**src/hdl/lpd_pkg.sv**
```systemverilog
// shared types, constants and crc function of the lidar packet deframer
package lpd_pkg;

	localparam logic [7:0] HDR0     = 8'h54;
	localparam logic [7:0] HDR1     = 8'h2C;
	localparam logic [7:0] CRC_POLY = 8'h4D;
	localparam int         PTS_BASE = 6;

	typedef enum logic [2:0] {
		ST_HUNT,
		ST_HDR1,
		ST_BODY,
		ST_READ,
		ST_SHOW
	} state_t;

	typedef enum logic [1:0] {
		CRC_HOLD,
		CRC_SEED,
		CRC_FEED
	} crc_op_t;

	typedef enum logic [3:0] {
		CAP_NONE,
		CAP_LOW,
		CAP_SPEED,
		CAP_START,
		CAP_END,
		CAP_TS,
		CAP_DIST,
		CAP_CONF,
		CAP_CRC
	} cap_t;

	typedef struct packed {
		crc_op_t crc_op;
		cap_t    cap;
		logic    rd_en;
	} cmd_t;

	typedef struct packed {
		logic is_hdr0;
		logic is_hdr1;
	} status_t;

	// msb-first crc-8, one byte
	function automatic logic [7:0] crc_feed(input logic [7:0] crc, input logic [7:0] b);
		logic [7:0] c;
		c = crc ^ b;
		for (int k = 0; k < 8; k++) begin
			if (c[7]) begin
				c = {c[6:0], 1'b0} ^ CRC_POLY;
			end else begin
				c = {c[6:0], 1'b0};
			end
		end
		return c;
	endfunction

endpackage

```
**src/hdl/lpd_ctrl.sv**
```systemverilog
// controller: header hunt, byte position tracking and result sequencing
module lpd_ctrl #(
	parameter int POINTS_PER_FRAME = 12,
	localparam int IW = (POINTS_PER_FRAME > 1) ? $clog2(POINTS_PER_FRAME) : 1
) (
	input  logic                 clk,
	input  logic                 arst_n,
	input  logic                 in_valid,
	output logic                 in_ready,
	output logic                 out_valid,
	input  logic                 out_ready,
	input  lpd_pkg::status_t     status,
	output lpd_pkg::cmd_t        cmd,
	output logic [IW-1:0]        wr_addr,
	output logic [IW-1:0]        rd_addr,
	output logic [3:0]           point_index,
	output logic                 last_point
);

	localparam int PTS_END = lpd_pkg::PTS_BASE + 3 * POINTS_PER_FRAME;
	localparam int EA_POS  = PTS_END;
	localparam int TS_POS  = PTS_END + 2;
	localparam int CRC_POS = PTS_END + 4;
	localparam int PW      = $clog2(CRC_POS + 1);

	lpd_pkg::state_t state_q, state_d;
	logic [PW-1:0]   pos_q, pos_d;
	logic [IW-1:0]   pt_idx_q, pt_idx_d;
	logic [1:0]      pt_k_q, pt_k_d;
	logic [IW-1:0]   emit_q, emit_d;
	logic            in_points;
	logic            is_last;

	assign in_points = (pos_q >= PW'(lpd_pkg::PTS_BASE)) && (pos_q < PW'(PTS_END));
	assign is_last   = (emit_q == IW'(POINTS_PER_FRAME - 1));

	always_ff @(posedge clk or negedge arst_n) begin
		if (!arst_n) begin
			state_q  <= lpd_pkg::ST_HUNT;
			pos_q    <= '0;
			pt_idx_q <= '0;
			pt_k_q   <= '0;
			emit_q   <= '0;
		end else begin
			state_q  <= state_d;
			pos_q    <= pos_d;
			pt_idx_q <= pt_idx_d;
			pt_k_q   <= pt_k_d;
			emit_q   <= emit_d;
		end
	end

	always_comb begin
		state_d    = state_q;
		pos_d      = pos_q;
		pt_idx_d   = pt_idx_q;
		pt_k_d     = pt_k_q;
		emit_d     = emit_q;
		cmd.crc_op = lpd_pkg::CRC_HOLD;
		cmd.cap    = lpd_pkg::CAP_NONE;
		cmd.rd_en  = 1'b0;
		in_ready   = 1'b0;
		out_valid  = 1'b0;
		case (state_q)
			lpd_pkg::ST_HUNT: begin
				in_ready = 1'b1;
				if (in_valid && status.is_hdr0) begin
					cmd.crc_op = lpd_pkg::CRC_SEED;
					state_d    = lpd_pkg::ST_HDR1;
				end
			end
			lpd_pkg::ST_HDR1: begin
				in_ready = 1'b1;
				if (in_valid) begin
					if (status.is_hdr1) begin
						cmd.crc_op = lpd_pkg::CRC_FEED;
						state_d    = lpd_pkg::ST_BODY;
						pos_d      = PW'(2);
						pt_idx_d   = '0;
						pt_k_d     = '0;
					end else if (status.is_hdr0) begin
						// repeated first header byte restarts the crc
						cmd.crc_op = lpd_pkg::CRC_SEED;
					end else begin
						state_d = lpd_pkg::ST_HUNT;
					end
				end
			end
			lpd_pkg::ST_BODY: begin
				in_ready = 1'b1;
				if (in_valid) begin
					if (pos_q == PW'(CRC_POS)) begin
						cmd.cap = lpd_pkg::CAP_CRC;
						emit_d  = '0;
						state_d = lpd_pkg::ST_READ;
					end else begin
						cmd.crc_op = lpd_pkg::CRC_FEED;
						pos_d      = pos_q + PW'(1);
						if (pos_q == PW'(2) || pos_q == PW'(4) ||
						    pos_q == PW'(EA_POS) || pos_q == PW'(TS_POS)) begin
							cmd.cap = lpd_pkg::CAP_LOW;
						end else if (pos_q == PW'(3)) begin
							cmd.cap = lpd_pkg::CAP_SPEED;
						end else if (pos_q == PW'(5)) begin
							cmd.cap = lpd_pkg::CAP_START;
						end else if (pos_q == PW'(EA_POS + 1)) begin
							cmd.cap = lpd_pkg::CAP_END;
						end else if (pos_q == PW'(TS_POS + 1)) begin
							cmd.cap = lpd_pkg::CAP_TS;
						end else if (in_points) begin
							case (pt_k_q)
								2'd0: begin
									cmd.cap = lpd_pkg::CAP_LOW;
									pt_k_d  = 2'd1;
								end
								2'd1: begin
									cmd.cap = lpd_pkg::CAP_DIST;
									pt_k_d  = 2'd2;
								end
								default: begin
									cmd.cap  = lpd_pkg::CAP_CONF;
									pt_k_d   = 2'd0;
									pt_idx_d = pt_idx_q + IW'(1);
								end
							endcase
						end
					end
				end
			end
			lpd_pkg::ST_READ: begin
				cmd.rd_en = 1'b1;
				state_d   = lpd_pkg::ST_SHOW;
			end
			lpd_pkg::ST_SHOW: begin
				out_valid = 1'b1;
				if (out_ready) begin
					if (is_last) begin
						state_d = lpd_pkg::ST_HUNT;
					end else begin
						emit_d  = emit_q + IW'(1);
						state_d = lpd_pkg::ST_READ;
					end
				end
			end
			default: begin
				state_d = lpd_pkg::ST_HUNT;
			end
		endcase
	end

	assign wr_addr     = pt_idx_q;
	assign rd_addr     = emit_q;
	assign point_index = 4'(emit_q);
	assign last_point  = is_last;

endmodule

```
**src/hdl/lpd_datapath.sv**
```systemverilog
// datapath: crc register, field holds and point memory
module lpd_datapath #(
	parameter int POINTS_PER_FRAME = 12,
	localparam int IW = (POINTS_PER_FRAME > 1) ? $clog2(POINTS_PER_FRAME) : 1
) (
	input  logic              clk,
	input  logic [7:0]        rx_byte,
	input  lpd_pkg::cmd_t     cmd,
	input  logic [IW-1:0]     wr_addr,
	input  logic [IW-1:0]     rd_addr,
	output lpd_pkg::status_t  status,
	output logic [15:0]       distance_mm,
	output logic [7:0]        confidence,
	output logic [15:0]       motor_speed,
	output logic [15:0]       start_angle,
	output logic [15:0]       end_angle,
	output logic [15:0]       frame_timestamp,
	output logic [7:0]        crc_received,
	output logic [7:0]        crc_computed,
	output logic              crc_ok
);

	logic [7:0]  crc_q;
	logic [7:0]  low_q;
	logic [15:0] speed_q;
	logic [15:0] start_q;
	logic [15:0] end_q;
	logic [15:0] ts_q;
	logic [15:0] dist_q;
	logic [7:0]  rx_crc_q;
	logic        ok_q;
	logic [23:0] rd_q;
	logic [23:0] mem_q [POINTS_PER_FRAME];
	logic [15:0] word;

	assign word           = {rx_byte, low_q};
	assign status.is_hdr0 = (rx_byte == lpd_pkg::HDR0);
	assign status.is_hdr1 = (rx_byte == lpd_pkg::HDR1);

	always_ff @(posedge clk) begin
		case (cmd.crc_op)
			lpd_pkg::CRC_SEED: crc_q <= lpd_pkg::crc_feed(8'h00, rx_byte);
			lpd_pkg::CRC_FEED: crc_q <= lpd_pkg::crc_feed(crc_q, rx_byte);
			default:           crc_q <= crc_q;
		endcase
	end

	always_ff @(posedge clk) begin
		case (cmd.cap)
			lpd_pkg::CAP_LOW:   low_q   <= rx_byte;
			lpd_pkg::CAP_SPEED: speed_q <= word;
			lpd_pkg::CAP_START: start_q <= word;
			lpd_pkg::CAP_END:   end_q   <= word;
			lpd_pkg::CAP_TS:    ts_q    <= word;
			lpd_pkg::CAP_DIST:  dist_q  <= word;
			lpd_pkg::CAP_CONF:  mem_q[wr_addr] <= {rx_byte, dist_q};
			lpd_pkg::CAP_CRC: begin
				rx_crc_q <= rx_byte;
				ok_q     <= (crc_q == rx_byte);
			end
			default: begin
			end
		endcase
	end

	// single registered read port
	always_ff @(posedge clk) begin
		if (cmd.rd_en) begin
			rd_q <= mem_q[rd_addr];
		end
	end

	assign distance_mm     = rd_q[15:0];
	assign confidence      = rd_q[23:16];
	assign motor_speed     = speed_q;
	assign start_angle     = start_q;
	assign end_angle       = end_q;
	assign frame_timestamp = ts_q;
	assign crc_received    = rx_crc_q;
	assign crc_computed    = crc_q;
	assign crc_ok          = ok_q;

endmodule

```
**src/hdl/lidar_packet_deframer_crc8_core.sv**
```systemverilog
// top level of the lidar packet deframer with crc-8 check
//
//  channel   handshake              payload
//  in        in_valid / in_ready    rx_byte, one serial byte per word
//  out       out_valid / out_ready  one point result per word, frame fields alongside
//
// header and body bytes are taken one word per cycle; in_ready stays high while
// hunting or collecting a frame.
// the crc byte starts a burst of POINTS_PER_FRAME results; each is read from the point
// memory through its single registered port and then shown, and no input word is
// taken during the burst.
// out_ready low holds the current result and stalls the burst; nothing is lost.
// arst_n clears the controller to the header hunt; payload registers are not reset.
module lidar_packet_deframer_crc8_core #(
	parameter int POINTS_PER_FRAME = 12
) (
	input  logic        clk,
	input  logic        arst_n,
	input  logic        in_valid,
	output logic        in_ready,
	input  logic [7:0]  rx_byte,
	output logic        out_valid,
	input  logic        out_ready,
	output logic [15:0] distance_mm,
	output logic [7:0]  confidence,
	output logic [3:0]  point_index,
	output logic [15:0] motor_speed,
	output logic [15:0] start_angle,
	output logic [15:0] end_angle,
	output logic [15:0] frame_timestamp,
	output logic [7:0]  crc_received,
	output logic [7:0]  crc_computed,
	output logic        crc_ok,
	output logic        last_point
);

	// point memory address width
	localparam int IW = (POINTS_PER_FRAME > 1) ? $clog2(POINTS_PER_FRAME) : 1;

	lpd_pkg::cmd_t    cmd;
	lpd_pkg::status_t status;
	logic [IW-1:0]    wr_addr;
	logic [IW-1:0]    rd_addr;

	// controller: sync phase, byte position, point counters, result sequence
	lpd_ctrl #(
		.POINTS_PER_FRAME(POINTS_PER_FRAME)
	) u_ctrl (
		.clk        (clk),
		.arst_n     (arst_n),
		.in_valid   (in_valid),
		.in_ready   (in_ready),
		.out_valid  (out_valid),
		.out_ready  (out_ready),
		.status     (status),
		.cmd        (cmd),
		.wr_addr    (wr_addr),
		.rd_addr    (rd_addr),
		.point_index(point_index),
		.last_point (last_point)
	);

	// datapath: running crc, little-endian field assembly, point memory
	lpd_datapath #(
		.POINTS_PER_FRAME(POINTS_PER_FRAME)
	) u_dp (
		.clk            (clk),
		.rx_byte        (rx_byte),
		.cmd            (cmd),
		.wr_addr        (wr_addr),
		.rd_addr        (rd_addr),
		.status         (status),
		.distance_mm    (distance_mm),
		.confidence     (confidence),
		.motor_speed    (motor_speed),
		.start_angle    (start_angle),
		.end_angle      (end_angle),
		.frame_timestamp(frame_timestamp),
		.crc_received   (crc_received),
		.crc_computed   (crc_computed),
		.crc_ok         (crc_ok)
	);

endmodule

```
**config.mk**
```make
export PLATFORM = sky130hd
export DESIGN_NAME = lidar_packet_deframer_crc8_core
export DESIGN_NICKNAME = d
export VERILOG_FILES = /design/src/hdl/lpd_pkg.sv /design/src/hdl/lpd_ctrl.sv /design/src/hdl/lpd_datapath.sv /design/src/hdl/lidar_packet_deframer_crc8_core.sv
export SDC_FILE = /design/constraint.sdc
export NUM_CORES = 1
export LEC_CHECK = 0
export BUFFER_PORTS_ARGS = -buffer_cell sky130_fd_sc_hd__buf_4
export CORE_MARGIN = 5
export CORE_UTILIZATION = 50
export DETAILED_ROUTE_END_ITERATION = 8
export GPL_TIMING_DRIVEN = 0
export PLACE_DENSITY_LB_ADDON = 0.3
export RECOVER_POWER = 50
export SETUP_SLACK_MARGIN = 0.2
export SKIP_LAST_GASP = 1
export SLEW_MARGIN = 20
export SYNTH_ARGS = -nofsm -noshare
export SYNTH_HDL_FRONTEND = slang
export SYNTH_HIERARCHICAL = 1
export SYNTH_SLANG_ARGS = --single-unit
```
**constraint.sdc**
```tcl
create_clock -name clk -period 14 [get_ports clk]
set_input_delay 0.7 -clock clk [delete_from_list [all_inputs] [get_ports clk]]
set_output_delay 0.7 -clock clk [all_outputs]
set_load 0.02 [all_outputs]
```
==> impl_metrics.tcl <==
set metrics [dict create \
    grt_pass1_vias 8970 \
    cpMostUsedCell "clkbuf_1" \
    worstSetupPathType "primary input to flip-flop" \
    use_met3 0.04396 \
    path_buf_inv 4 \
    cts_htree_levels 2 \
    grt_overflow 0 \
    synth_cells 869 \
    vias 8682 \
    clock-sinks 436 \
    grtUsageMet1 0.2522 \
    grt_first_pass_wirelength_um 54550 \
    p_total_mw 2.642 \
    period_minus_slack_ns 4.693 \
    drv_slew 0 \
    p_per_area_nw_per_um2 132.1 \
    coreArea_um2 33450 \
    finClkSkew_ns 0.01531 \
    finalHoldViolCount 0 \
    initial_core_util 0.5057 \
    cp_top_family "simple AND/OR/NAND/NOR gates" \
    syn2layout_area_growth_pct 18.23 \
    outcome "complete, no violations" \
    leakage_nw 6.674 \
    cts_made_buffers 44 \
    wl_per_cell_um 22.99 \
    cts_tree "yes" \
    vias_per_cell 5.605 \
    synthesis.nets 888 \
    ant_nets 0 \
    synth_cell_type_count 65 \
    clk_path_buf_depth 3 \
    fmax_mhz 213.1 \
    max_cap_viol_count 0 \
    worstPathCellList "clkbuf_1, bufbuf_16, or4b_2, nor4_1, nand3_1, nand2b_1, buf_4, ha_1, clkbuf_1, a21oi_1, xor2_1" \
    drive_gt1_frac 0.2343 \
    critPathArrivalTime_ns 4.92 \
    setup-tns-final_ns 0 \
    drcViolationCount 0 \
    cp_slowest_cell "clkbuf_1" \
    die_y_um 193.9 \
    cp-startpoint "rx_byte[2]" \
    ys_warn_count 6 \
    rows 67 \
    worstMarginPinSlew_ns 1.419 \
    wl_um 35610 \
    clock_latency_ns 0.55 \
    synth_flop_cell "edfxtp_1" \
    timing.final.crit_share 0.3352 \
    final_common_cell "edfxtp_1" \
    cp-start-kind "primary input" \
    first_iter_violations 670 \
    slew_headroom 0.05403 \
    synth_area_um2 16920 \
    grt.total_usage 0.1872 \
    hold_buffers 0 \
    path_max_fanout 20 \
    cts_resized 0 \
    async_flop_share 0.04358 \
    first_pass_iters 6 \
    ys_ff_latch 436 \
    r2r_start "u_ctrl/pos_q[0]" \
    ys_seq_area_frac 0.7683 \
    synth_area_per_cell_um2 19.47 \
    critPathCaptureType "flip-flop" \
    cts.clk_slew.worst_paths_ns 0.06 \
    cts-root-buf "clkbuf_16" \
    peakVddDrop_uv 84.84 \
    nets 1086 \
    io_pins 124 \
    met2_usage 0.3150 \
    numPortBuffers 123 \
    synth_edf_count 417 \
    place_congestion 0.8269 \
    antenna_found_initial 0 \
    die_w_um 193.9 \
    grt_max_degree 24 \
    die_area_um2 37610 \
    hold_path.class "primary input to async pin" \
    top_usage_layer "met2" \
    setup_viol 0 \
    final_cell_mix "edfxtp_1, clkbuf_1, buf_4" \
    rsz0062_at_grt "no" \
    crit_path_max_incr_delay_ns 0.80 \
    cts_setup_buffers 0 \
    required_ns 14.23 \
    n_antenna_cell 0 \
    place_hpwl_um 24110 \
]
[path summary, 6_finish.rpt]
kind,to,depth (start not counted),slack [ns]
worst max-delay path,u_dp/crc_computed[2],11,9.31
worst min-delay path,u_ctrl/pos_q[1],1,0.34
worst max register to register,u_dp/mem_q[0][15],12,9.52
worst min register to register,u_ctrl/pt_k_q[0],1,0.54
max in group asynchronous,u_ctrl/wr_addr[3],1,12.98
min in group clk,u_ctrl/state_q[2],2,0.35
[state kept, by name, indices dropped and copies added, names as in the netlist]
register              flops
u_ctrl/point_index        4
u_ctrl/pos_q              6
u_ctrl/pt_k_q             2
u_ctrl/state_q            3
u_ctrl/wr_addr            4
u_dp/crc_computed         8
u_dp/crc_ok               1
u_dp/crc_received         8
u_dp/dist_q              16
u_dp/end_angle           16
u_dp/frame_timestamp     16
u_dp/low_q                8
u_dp/mem_q              288
u_dp/motor_speed         16
u_dp/rd_q                24
u_dp/start_angle         16
[through the flow]
stage,hold WS [ns],cells,utilization,setup slack [ns],cell area (um2)
global route,0.3449,1549,0.5980,9.055,20000
detailed placement,0.5270,1469,0.5650,9.439,18900
floorplan,0.4044,869,-,9.278,16920
global placement,0.5295,1440,0.5501,7.600,18400
CTS,0.01461,1549,0.6067,9.573,20290
finish,0.3446,1549,0.5980,9.307,20000
[area by class of cell]
| class | instances | area [um2] |
|---|---|---|
| Inverter | 12 | 50.05 |
| Clock buffer | 50 | 1124 |
| Tap cell | 448 | 560.5 |
| Sequential cell | 436 | 13000 |
| Fill cell | 2431 | 13450 |
| Multi-Input combinational cell | 374 | 3694 |
| Buffer | 47 | 282.8 |
| Timing Repair Buffer | 152 | 1022 |
| Clock inverter | 30 | 270.3 |
[report_power, final]
| part | switching (mW) | internal [mW] |
|---|---|---|
| Clock | 0.470 | 0.653 |
| Combinational | 0.0554 | 0.0390 |
| Sequential | 0.00332 | 1.42 |
| Total | 0.529 | 2.11 |
[cell families after synthesis]
kind of cell,after synthesis,synth area share
flops,436,0.7683
compound gates,90,0.03972
fa+ha+maj,7,0.005177
xor+xnor,53,0.03033
mux,99,0.09416
buf+inv,59,0.01990
simple gates,125,0.04238
[Yosys cell counts, drive strengths merged, types with 7 or more instances]
cell type	number	area [um2]
nand2	18	75.07
o221ai	25	219.0
mux4	48	1081
nor3	11	60.06
nand3	12	60.06
inv	11	41.29
buf	30	192.7
nand2b	9	63.81
ha	7	87.58
xor2	20	175.2
dfrtp	19	475.5
a22oi	24	180.2
clkbuf	16	61.30
mux2i	50	500.5
a21oi	15	82.58
o21ai	8	40.03
nor2	35	131.4
edfxtp	417	12520
xnor2	32	314.0
[metal layers]
layer / share of wire / vias up / routed length (um)
li1: - / 3901 / -
met1: 0.42 / 4454 / 14950
met2: 0.49 / 281 / 17470
met3: 0.072 / 46 / 2553
met4: 0.018 / 0 / 637
met5: 0 / - / 0
(Power assumes the default switching activity.)
